`config.mk`:
```
export PLATFORM = sky130hd
export DESIGN_NAME = quoted_delimited_field_splitter_core
export DESIGN_NICKNAME = d
export VERILOG_FILES = /design/src/sv/qdfs_pkg.sv /design/src/sv/qdfs_front.sv /design/src/sv/qdfs_queue.sv /design/src/sv/qdfs_back.sv /design/src/sv/quoted_delimited_field_splitter_core.sv
export SDC_FILE = /design/constraint.sdc
export NUM_CORES = 1
export LEC_CHECK = 0
export BUFFER_PORTS_ARGS = -buffer_cell sky130_fd_sc_hd__buf_2
export CORE_ASPECT_RATIO = 2
export CORE_UTILIZATION = 30
export DETAILED_ROUTE_END_ITERATION = 6
export SKIP_CTS_REPAIR_TIMING = 1
export SLEW_MARGIN = 20
export SYNTH_ARGS = -nofsm -noshare
export SYNTH_HDL_FRONTEND = slang
export SYNTH_SLANG_ARGS = --single-unit
```
`constraint.sdc`:
```
create_clock -name i_clk -period 7.7 [get_ports i_clk]
set_input_delay 1.155 -clock i_clk [delete_from_list [all_inputs] [get_ports i_clk]]
set_output_delay 1.155 -clock i_clk [all_outputs]
set_load 0.05 [all_outputs]
```
`src/sv/qdfs_pkg.sv`:
```
// Shared types and constants for the quoted delimited field splitter.
// No dependencies; imported by every module of the block.
package qdfs_pkg;

    localparam int ROW_BITS = 16;
    localparam int COL_BITS = 10;
    localparam int SKIP_BITS = 16;
    localparam int CFG_DATA_BITS = 16;
    localparam int CFG_IDX_BITS = 2;

    localparam int QUEUE_DEPTH = 4;
    localparam int QPTR_BITS = $clog2(QUEUE_DEPTH);
    localparam int QCNT_BITS = $clog2(QUEUE_DEPTH + 1);

    localparam logic [7:0] NL_BYTE = 8'd10;
    localparam logic [7:0] BACKSLASH_BYTE = 8'd92;
    localparam logic [7:0] DELIM_RESET = 8'd44;
    localparam logic [7:0] QUOTE_RESET = 8'd34;

    localparam logic [CFG_IDX_BITS-1:0] CFG_DELIMITER = 2'd0;
    localparam logic [CFG_IDX_BITS-1:0] CFG_QUOTE_CHAR = 2'd1;
    localparam logic [CFG_IDX_BITS-1:0] CFG_SKIP_LINES = 2'd2;

    localparam logic KIND_DATA = 1'b0;
    localparam logic KIND_END = 1'b1;

    typedef struct packed {
        logic [7:0]           delimiter;
        logic [7:0]           quote_char;
        logic [SKIP_BITS-1:0] skip_lines;
    } t_cfg;

    // One classified input byte: optional flushed data byte, optional end marker.
    typedef struct packed {
        logic                has_data;
        logic                has_end;
        logic [7:0]          data_byte;
        logic [ROW_BITS-1:0] row;
        logic [COL_BITS-1:0] col;
    } t_action;

    typedef struct packed {
        logic    full;
        logic    empty;
        t_action head;
    } t_queue_status;

endpackage

```
`src/sv/qdfs_front.sv`:
```
// Front end: accepts stream bytes, tracks quote, delimiter and line state,
// and turns accepted bytes into queued actions where they give a result. Depends on qdfs_pkg.
module qdfs_front import qdfs_pkg::*; (
    input  logic    i_clk,
    input  logic    i_rst_n,
    input  t_cfg    i_cfg,
    input  logic    i_valid,
    output logic    o_ready,
    input  logic    [7:0] i_byte_in,
    input  logic    i_queue_full,
    output logic    o_push,
    output t_action o_action
);

    logic                 r_quoted, n_quoted;
    logic                 r_prev_delim, n_prev_delim;
    logic                 r_prev_bs, n_prev_bs;
    logic                 r_held_valid, n_held_valid;
    logic [7:0]           r_held_byte, n_held_byte;
    logic [ROW_BITS-1:0]  r_row, n_row;
    logic [COL_BITS-1:0]  r_col, n_col;
    logic [SKIP_BITS-1:0] r_skipped, n_skipped;

    logic    w_accept;
    logic    w_skipping;
    t_action w_act;

    assign o_ready  = !i_queue_full;
    assign w_accept = i_valid && o_ready;
    assign w_skipping = r_skipped < i_cfg.skip_lines;

    always_comb begin
        n_quoted     = r_quoted;
        n_prev_delim = r_prev_delim;
        n_prev_bs    = r_prev_bs;
        n_held_valid = r_held_valid;
        n_held_byte  = r_held_byte;
        n_row        = r_row;
        n_col        = r_col;
        n_skipped    = r_skipped;
        w_act.has_data  = 1'b0;
        w_act.has_end   = 1'b0;
        w_act.data_byte = r_held_byte;
        w_act.row       = r_row;
        w_act.col       = r_col;

        if (w_skipping) begin
            if (i_byte_in == NL_BYTE) begin
                n_skipped = r_skipped + 1'b1;
            end
        end else begin
            if (i_byte_in == i_cfg.quote_char) begin
                if (r_prev_bs) begin
                    n_held_byte  = i_byte_in;
                    n_held_valid = 1'b1;
                end else begin
                    n_quoted = !r_quoted;
                end
            end else if ((i_byte_in == i_cfg.delimiter || i_byte_in == NL_BYTE) && !r_quoted) begin
                if (!r_prev_delim) begin
                    w_act.has_data = r_held_valid;
                    w_act.has_end  = 1'b1;
                    n_held_valid   = 1'b0;
                    if (r_col != {COL_BITS{1'b1}}) begin
                        n_col = r_col + 1'b1;
                    end
                end
            end else if (i_byte_in != NL_BYTE) begin
                w_act.has_data = r_held_valid;
                n_held_byte    = i_byte_in;
                n_held_valid   = 1'b1;
            end

            if (i_byte_in == NL_BYTE) begin
                if (r_row != {ROW_BITS{1'b1}}) begin
                    n_row = r_row + 1'b1;
                end
                n_col        = '0;
                n_prev_delim = 1'b1;
                n_prev_bs    = 1'b0;
                n_held_valid = 1'b0;
            end else begin
                n_prev_delim = (i_byte_in == i_cfg.delimiter);
                n_prev_bs    = (i_byte_in == BACKSLASH_BYTE);
            end
        end
    end

    assign o_push   = w_accept && !w_skipping && (w_act.has_data || w_act.has_end);
    assign o_action = w_act;

    always_ff @(posedge i_clk) begin
        if (!i_rst_n) begin
            r_quoted     <= 1'b0;
            r_prev_delim <= 1'b1;
            r_prev_bs    <= 1'b0;
            r_held_valid <= 1'b0;
            r_held_byte  <= '0;
            r_row        <= '0;
            r_col        <= '0;
            r_skipped    <= '0;
        end else if (w_accept) begin
            r_quoted     <= n_quoted;
            r_prev_delim <= n_prev_delim;
            r_prev_bs    <= n_prev_bs;
            r_held_valid <= n_held_valid;
            r_held_byte  <= n_held_byte;
            r_row        <= n_row;
            r_col        <= n_col;
            r_skipped    <= n_skipped;
        end
    end

endmodule

```
`src/sv/qdfs_queue.sv`:
```
// Short action queue between front end and result sequencer.
// Depends on qdfs_pkg.
module qdfs_queue import qdfs_pkg::*; (
    input  logic          i_clk,
    input  logic          i_rst_n,
    input  logic          i_push,
    input  t_action       i_action,
    input  logic          i_pop,
    output t_queue_status o_status
);

    t_action               r_mem [QUEUE_DEPTH];
    logic [QPTR_BITS-1:0]  r_wr_ptr;
    logic [QPTR_BITS-1:0]  r_rd_ptr;
    logic [QCNT_BITS-1:0]  r_count;

    always_ff @(posedge i_clk) begin
        if (i_push) begin
            r_mem[r_wr_ptr] <= i_action;
        end
    end

    always_ff @(posedge i_clk) begin
        if (!i_rst_n) begin
            r_wr_ptr <= '0;
            r_rd_ptr <= '0;
            r_count  <= '0;
        end else begin
            if (i_push) begin
                r_wr_ptr <= r_wr_ptr + 1'b1;
            end
            if (i_pop) begin
                r_rd_ptr <= r_rd_ptr + 1'b1;
            end
            if (i_push && !i_pop) begin
                r_count <= r_count + 1'b1;
            end else if (i_pop && !i_push) begin
                r_count <= r_count - 1'b1;
            end
        end
    end

    assign o_status.full  = (r_count == QCNT_BITS'(QUEUE_DEPTH));
    assign o_status.empty = (r_count == '0);
    assign o_status.head  = r_mem[r_rd_ptr];

endmodule

```
`src/sv/qdfs_back.sv`:
```
// Result sequencer: expands queued actions into data and end-marker results
// through a registered output stage. Depends on qdfs_pkg.
module qdfs_back import qdfs_pkg::*; (
    input  logic                i_clk,
    input  logic                i_rst_n,
    input  t_queue_status       i_status,
    output logic                o_pop,
    output logic                o_valid,
    input  logic                i_ready,
    output logic                o_kind,
    output logic [7:0]          o_data_byte,
    output logic [ROW_BITS-1:0] o_row_index,
    output logic [COL_BITS-1:0] o_col_index,
    output logic                o_last_of_input
);

    logic                r_valid;
    logic                r_sub, n_sub;
    logic                r_kind, n_kind;
    logic [7:0]          r_data, n_data;
    logic [ROW_BITS-1:0] r_row;
    logic [COL_BITS-1:0] r_col;
    logic                r_last, n_last;
    logic                w_load;

    assign w_load = (!r_valid || i_ready) && !i_status.empty;

    always_comb begin
        n_sub  = r_sub;
        o_pop  = 1'b0;
        n_kind = KIND_END;
        n_data = '0;
        n_last = 1'b1;
        if (i_status.head.has_data && !r_sub) begin
            n_kind = KIND_DATA;
            n_data = i_status.head.data_byte;
            n_last = !i_status.head.has_end;
            if (w_load) begin
                if (i_status.head.has_end) begin
                    n_sub = 1'b1;
                end else begin
                    o_pop = 1'b1;
                end
            end
        end else if (w_load) begin
            o_pop = 1'b1;
            n_sub = 1'b0;
        end
    end

    always_ff @(posedge i_clk) begin
        if (!i_rst_n) begin
            r_valid <= 1'b0;
            r_sub   <= 1'b0;
        end else begin
            r_sub <= n_sub;
            if (w_load) begin
                r_valid <= 1'b1;
            end else if (i_ready) begin
                r_valid <= 1'b0;
            end
        end
    end

    always_ff @(posedge i_clk) begin
        if (w_load) begin
            r_kind <= n_kind;
            r_data <= n_data;
            r_row  <= i_status.head.row;
            r_col  <= i_status.head.col;
            r_last <= n_last;
        end
    end

    assign o_valid         = r_valid;
    assign o_kind          = r_kind;
    assign o_data_byte     = r_data;
    assign o_row_index     = r_row;
    assign o_col_index     = r_col;
    assign o_last_of_input = r_last;

endmodule

```
`src/sv/quoted_delimited_field_splitter_core.sv`:
```
// Top level of the quoted delimited field splitter: configuration registers,
// front end, action queue and result sequencer. Depends on qdfs_pkg and
// qdfs_front, qdfs_queue, qdfs_back.
//
// Usage:
//   Input channel (i_in_valid / o_in_ready / i_byte_in) takes one text byte a
//   cycle. Output channel (o_out_valid / i_out_ready) gives results with
//   kind, data byte, row, column and a flag on the last result of a byte.
//   Configuration: i_cfg_we writes i_cfg_data to register i_cfg_index
//   (0 delimiter, 1 quote byte, 2 header lines to skip). The user writes only
//   while idle; the block does not enforce it. Results pass the queue and the
//   output register. Throughput: one byte per cycle; the result sequencer
//   sends one result a cycle while i_out_ready is high, so a byte that closes
//   a field with a held byte gives two results. The four-entry action queue
//   absorbs that; o_in_ready drops only when the queue is full.
//   Reset clears all line, quote and counter state and loads the default
//   configuration (comma, double quote, no header lines).
//   When the receiver stalls, the output register holds its result and the
//   queue fills; then the input side stalls too. No result is lost.
module quoted_delimited_field_splitter_core import qdfs_pkg::*; (
    input  logic                     i_clk,
    input  logic                     i_rst_n,
    input  logic                     i_cfg_we,
    input  logic [CFG_IDX_BITS-1:0]  i_cfg_index,
    input  logic [CFG_DATA_BITS-1:0] i_cfg_data,
    input  logic                     i_in_valid,
    output logic                     o_in_ready,
    input  logic [7:0]               i_byte_in,
    output logic                     o_out_valid,
    input  logic                     i_out_ready,
    output logic                     o_kind,
    output logic [7:0]               o_data_byte,
    output logic [ROW_BITS-1:0]      o_row_index,
    output logic [COL_BITS-1:0]      o_col_index,
    output logic                     o_last_of_input
);

    t_cfg          r_cfg;
    logic          w_push;
    logic          w_pop;
    t_action       w_action;
    t_queue_status w_status;

    always_ff @(posedge i_clk) begin
        if (!i_rst_n) begin
            r_cfg.delimiter  <= DELIM_RESET;
            r_cfg.quote_char <= QUOTE_RESET;
            r_cfg.skip_lines <= '0;
        end else if (i_cfg_we) begin
            case (i_cfg_index)
                CFG_DELIMITER:  r_cfg.delimiter  <= i_cfg_data[7:0];
                CFG_QUOTE_CHAR: r_cfg.quote_char <= i_cfg_data[7:0];
                CFG_SKIP_LINES: r_cfg.skip_lines <= i_cfg_data[SKIP_BITS-1:0];
                default: ;
            endcase
        end
    end

    qdfs_front u_front (
        .i_clk        (i_clk),
        .i_rst_n      (i_rst_n),
        .i_cfg        (r_cfg),
        .i_valid      (i_in_valid),
        .o_ready      (o_in_ready),
        .i_byte_in    (i_byte_in),
        .i_queue_full (w_status.full),
        .o_push       (w_push),
        .o_action     (w_action)
    );

    qdfs_queue u_queue (
        .i_clk    (i_clk),
        .i_rst_n  (i_rst_n),
        .i_push   (w_push),
        .i_action (w_action),
        .i_pop    (w_pop),
        .o_status (w_status)
    );

    qdfs_back u_back (
        .i_clk           (i_clk),
        .i_rst_n         (i_rst_n),
        .i_status        (w_status),
        .o_pop           (w_pop),
        .o_valid         (o_out_valid),
        .i_ready         (i_out_ready),
        .o_kind          (o_kind),
        .o_data_byte     (o_data_byte),
        .o_row_index     (o_row_index),
        .o_col_index     (o_col_index),
        .o_last_of_input (o_last_of_input)
    );

endmodule

```
Word level (Yosys, flattened, before mapping)
Memories as Yosys holds them, arrays and structs flattened. A register that Yosys moved wholly into a read port is not among the register bits.
Cells that the tools add are included.
Operators by class
  reductions and logical operators: 39
  multiplexer cells: 40
  bitwise operators: 2
  equality and inequality tests: 17
  magnitude comparators: 1
  $add $sub $neg: 7
Operator list (number)
  $mux 10: 5
  $add 16x1->16 const B: 2
  $mux 8: 4
  $mux 1: 24
  $eq 8x8->1: 2
  $lt 16x16->1: 1
  $ne 16x16->1 const B: 1
  $add 10x1->10 const B: 1
  $mux 2: 5
  $ne 10x10->1 const B: 1
  $reduce_and 2->1: 5
  $reduce_and 5->1: 2
  $reduce_bool 2->1: 5
  $logic_not 1->1: 9
  $eq 8x4->1 const B: 1
  $eq 8x7->1 const B: 1
  $logic_and 1x1->1: 8
  $ne 8x4->1 const B: 1
  $reduce_and 4->1: 2
  $mux 3: 2
  $ne 2x1->1 const B: 3
  $reduce_and 6->1: 1
  $add 2x1->2 const B: 2
  $ne 2x2->1 const B: 2
  other kinds (13): 16
Word-level totals
  output and inout bits: 38
  word-level logic and storage cells: 128
  bits in registers: 131
  memories: 1
  RAM bits: 144
Memory list
  u_queue.r_mem: words 4, bits a word 36, read ports 1, clocked after memory_dff 1, wr ports 1, RTL line qdfs_queue.sv:12  | t_action r_mem [QUEUE_DEPTH];

Logic depth before layout (Yosys ltp)
  word-level depth: 12
  mapped depth: 13
  gate-level depth less buffers: 13

By module
A second synthesis with hierarchy kept.
Unflattened totals
  cells, all modules: 837
  area total of the unflattened synthesis: 11562.3 sq um
Modules (own cells, without submodules)
  qdfs_queue: cells an instance 231, times used 1, sequential area each 4504.3 sq um, area each 5694.2 sq um
  qdfs_front: cells an instance 420, times used 1, sequential area each 1081.0 sq um, area each 3355.7 sq um
  qdfs_back: cells an instance 57, times used 1, sequential area each 1121.1 sq um, area each 1257.5 sq um
  quoted_delimited_field_splitter_core: cells an instance 129, times used 1, sequential area each 640.6 sq um, area each 1255.0 sq um

Worst setup path after synthesis
OpenSTA, ideal clock, no wires.
  path kind: input port to flip-flop
  start point: input i_out_ready
  end point: register u_queue.r_count[2]
  stages: 9
  data required time: 7630 ps
  arrival time: 4419 ps
  slack: 3211 ps
  cells stage by stage: inv_1 a21oi_1 nand2_1 ha_1 inv_1 fa_1 xor2_1 or3_1 a21oi_1
Between the ends
  longest elaborated chain between the ends: 7
  elaborated cells on any way between the ends: 10
  those cells by class: mux: 4; reduce/logical: 6
RTL lines
  start: declaration: RTL line quoted_delimited_field_splitter_core.sv:30  | input logic i_out_ready,
  $logic_or 1x1->1 (*): RTL line qdfs_back.sv:26  | assign w_load = (!r_valid || i_ready) && !i_status.empty;
  $logic_and 1x1->1 (*): RTL line qdfs_back.sv:26
  net u_back.w_load: RTL line qdfs_back.sv:24  | logic w_load;
  $mux 1 (on tied branches): RTL line qdfs_back.sv:45, qdfs_back.sv:38
  $mux 1 (*): RTL line qdfs_back.sv:34  | if (i_status.head.has_data && !r_sub) begin
  $logic_not 1->1: RTL line qdfs_queue.sv:35  | if (i_push && !i_pop) begin
  $logic_and 1x1->1: RTL line qdfs_queue.sv:35
  $mux 3 / $reduce_bool 2->1 (equally long branches)
  end signal: assignment: RTL line qdfs_queue.sv:36  | r_count <= r_count + 1'b1;
  end signal: assignment: RTL line qdfs_queue.sv:38  | r_count <= r_count - 1'b1;
  end: declaration: RTL line qdfs_queue.sv:15  | logic [QCNT_BITS-1:0] r_count;
The timed path passes the listed nets; every way through them passes the cells marked *.
A chain may end at the register's enable or synchronous reset.

Final worst setup path
  start point: input i_byte_in[0]
  end point: register u_queue.r_count[2]
Between the ends
  longest elaborated chain between the ends: 11
  elaborated cells on any way between the ends: 18
  those cells by class: eq/ne: 4; mux: 6; reduce/logical: 8
RTL lines
  start: declaration: RTL line quoted_delimited_field_splitter_core.sv:28  | input logic [7:0] i_byte_in,
  $eq 8x8->1 / $eq 8x4->1 (equally long branches): RTL line qdfs_front.sv:59  | end else if ((i_byte_in == i_cfg.delimiter || i_byte_in == NL_BYTE) && !r_quoted) begin
  $logic_or 1x1->1: RTL line qdfs_front.sv:59
  $logic_and 1x1->1: RTL line qdfs_front.sv:59
  $mux 1: RTL line qdfs_front.sv:59
  $mux 2 (*): RTL line qdfs_front.sv:52  | if (i_byte_in == i_cfg.quote_char) begin
  $mux 2 (*): RTL line qdfs_front.sv:47  | if (w_skipping) begin
  $logic_or 1x1->1 (*): RTL line qdfs_front.sv:89  | assign o_push = w_accept && !w_skipping && (w_act.has_data || w_act.has_end);
  $logic_and 1x1->1 (*): RTL line qdfs_front.sv:89
  net u_front.o_push: RTL line qdfs_front.sv:11  | output logic o_push,
  $logic_not 1->1: RTL line qdfs_queue.sv:37  | end else if (i_pop && !i_push) begin
  $logic_and 1x1->1: RTL line qdfs_queue.sv:37
  $reduce_bool 2->1 (no source line)
Marked as above.

==> results.sh <==
export IMPL_via_per_inst=4.88
export IMPL_numClockSinks=277
export IMPL_coreArea_um2=37300
export IMPL_synth_ff_type="edfxtp_1"
export IMPL_criticalPathCategory="in -> reg"
export IMPL_drtIter0Drc=312
export IMPL_clock_path_buffers=3
export IMPL_clk_latency_ns=0.53
export IMPL_finalClockSkew_ns=0.0137
export IMPL_cts_tree="built"
export IMPL_cp_max_fo=11
export IMPL_max_freq_mhz=266
export IMPL_rows=100
export IMPL_ys_seq_area_frac=0.647
export IMPL_synth_edf_count=180
export IMPL_slew_viol_final=0
export IMPL_hpwl_um=15500
export IMPL_finalPower_mw=3.90
export IMPL_synthCells=831
export IMPL_tightest_slew_ns=0.884
export IMPL_cp_end_kind="flip-flop"
export IMPL_track_usage=0.122
export IMPL_cp_required_ns=8.15
export IMPL_synth_warnings=0
export IMPL_first_pass_iters=5
export IMPL_cts_root_buf="clkbuf_16"
export IMPL_syn_cell_area_um2=11300
export IMPL_cts_htree_levels=1
export IMPL_pin_count=69
export IMPL_ir_drop_mv=0.166
export IMPL_status="complete, no violations"
export IMPL_min_period_ns=3.76
export IMPL_power_density_nw_per_um2=301
export IMPL_die_width_um=140
export IMPL_synth_seq_cells=277
export IMPL_antenna_diode_count=0
export IMPL_slew_headroom=0.411
export IMPL_antenna_found_initial=2
export IMPL_numCtsBuffers=24
export IMPL_vias=6714
export IMPL_start_kind="input port"
export IMPL_wirelength_um=23200
export IMPL_die_height_um=277
export IMPL_maxCapViolCount=0
export IMPL_routedWlPerCell_um=16.9
export IMPL_overflow=0
export IMPL_drive_gt1_frac=0.195
export IMPL_initial_core_util=0.304
export IMPL_grt_pass1_vias=6925
export IMPL_die_area_um2=38700
export IMPL_period_share=0.488
export IMPL_ant_nets=0
export IMPL_setup_tns_ns=0
export IMPL_post_synth_cell_area_avg_um2=13.7
export IMPL_grt_pass1_wl_um=36800
export IMPL_synth_distinct_cells=71
export IMPL_final_fill_count=3641
export IMPL_total_leakage_power_nw=4.43
export IMPL_drc=0
export IMPL_gp_congestion=0.785
export IMPL_rsz0062_at_grt="no"
export IMPL_portBuffers=68
export IMPL_syn_nets=886
export IMPL_setup_viol=0
export IMPL_grt_max_degree=65
export IMPL_syn_to_final_growth_pct=14.2
export IMPL_clk_pin_slew_worst_paths_ns=0.07
export IMPL_finalHoldViolations=0
export IMPL_nNetsFinal=954
export IMPL_hold_path_class="reg -> reg"
export IMPL_crit_arrival_ns=4.21
export IMPL_async_flop_share=0
[flip-flops by register name (all words and copies together) (netlist names), named ones only]
name / count
r_cfg: 32
u_back.o_col_index: 10
u_back.o_data_byte: 8
u_back.o_kind: 1
u_back.o_last_of_input: 1
u_back.o_row_index: 16
u_back.o_valid: 1
u_back.r_sub: 1
u_front.r_col: 10
u_front.r_held_byte: 8
u_front.r_held_valid: 1
u_front.r_prev_bs: 1
u_front.r_prev_delim: 1
u_front.r_quoted: 1
u_front.r_row: 16
u_front.r_skipped: 16
u_queue.r_count: 3
u_queue.r_mem: 144
u_queue.r_rd_ptr: 2
u_queue.r_wr_ptr: 2
[worst paths after layout]
check,from,endpoint,slack [ns],cells after the start
min reg2reg,r_cfg[3]$_SDFFE_PN0P_,r_cfg[3]$_SDFFE_PN0P_,0.46,2
max reg2reg,r_cfg[7]$_SDFFE_PN0P_,u_queue.r_count[2]$_SDFFE_PN0P_,4.16,13
min,r_cfg[3]$_SDFFE_PN0P_,r_cfg[3]$_SDFFE_PN0P_,0.46,2
max,i_byte_in[0],u_queue.r_count[2]$_SDFFE_PN0P_,3.94,12
[metal layers]
metal	GRT usage	wire, um
met4	0.0499	650
met1	0.116	8270
met3	0.0161	792
met5	0	0
met2	0.253	13500
[layout by cell type, fill, tap and decap left out, drive strengths merged, types with 13 or more instances in the layout]
master / count
clkbuf: 33
or3: 18
dfxtp: 97
mux4: 36
nand3: 29
buf: 77
mux2i: 19
nand2: 85
and2: 14
o21ai: 33
nand4: 15
ha: 23
nor3: 13
edfxtp: 180
inv: 30
xnor2: 29
a21oi: 46
nor2: 45
[cell type report]
cell class	count	area (um^2)	area share
inverter	30	113	0.00869
multi-input combinational	489	3730	0.288
clock buffer	33	666	0.0513
timing repair buffer	77	408	0.0315
sequential	277	7350	0.567
clock inverter	11	120	0.00927
tap	459	574	0.0443
[kinds of logic (layout without fill, tap and decap cells)]
family,Yosys count,in the layout,share of synthesized area
xor+xnor,35,35,0.0270
fa+ha+maj,24,24,0.0271
simple gates,261,261,0.122
buf+inv,65,151,0.0246
compound gates,113,113,0.0623
flops,277,277,0.647
mux,56,56,0.0892
[synthesized netlist by cell type, types with 3 or more instances]
master	instances	area, um^2
edfxtp_1	180	5410
dfxtp_1	97	1940
nand2_1	84	315
a21oi_1	45	225
nor2_1	43	161
mux4_2	36	811
inv_1	30	113
o21ai_0	29	145
xnor2_1	29	254
nand3_1	27	135
ha_1	23	288
clkbuf_1	20	75.1
mux2i_1	19	190
or3_1	16	100
nand4_1	14	87.6
and2_1	11	68.8
and3_1	11	68.8
nor3_1	11	55.1
o21a_1	8	60.1
buf_2	7	35.0
xor2_1	6	52.6
and4_1	5	43.8
buf_1	4	15.0
o21ai_2	4	35.0
or4_1	4	30.0
a31oi_1	3	18.8
buf_6	3	33.8
nand2b_1	3	18.8
nor3b_1	3	22.5
o211ai_1	3	22.5
[critical path, stage by stage]
cell	delay (ns)
buf_2	0.15
nor4b_4	0.37
nand2_1	0.36
o21ai_2	0.22
nand2b_2	0.16
a211oi_4	0.46
ha_1	0.27
inv_1	0.07
fa_1	0.38
xor2_1	0.17
or3_1	0.31
a21oi_1	0.15
[stage by stage]
step | hold slack, ns | std cells | cell area, um^2 | worst slack, ns | util
4_1_cts | 0.459 | 1376 | 13000 | 3.97 | 0.348
5_1_grt | 0.480 | 1376 | 13000 | 3.86 | 0.348
3_3_place_gp | 0.444 | 1332 | 12200 | 3.53 | 0.327
3_5_place_dp | 0.449 | 1332 | 12200 | 3.43 | 0.327
6_report | 0.459 | 1376 | 13000 | 3.94 | 0.348
2_1_floorplan | 0.433 | 831 | 11300 | 3.21 | -
[where the power goes]
| part | internal, mW | switching [mW] | leakage, nW |
|---|---|---|---|
| combinational | 0.259 | 0.635 | 1.49 |
| clock | 0.678 | 0.527 | 0.382 |
| sequential | 1.76 | 0.0417 | 2.55 |
Power figures use the tool's default switching activity.
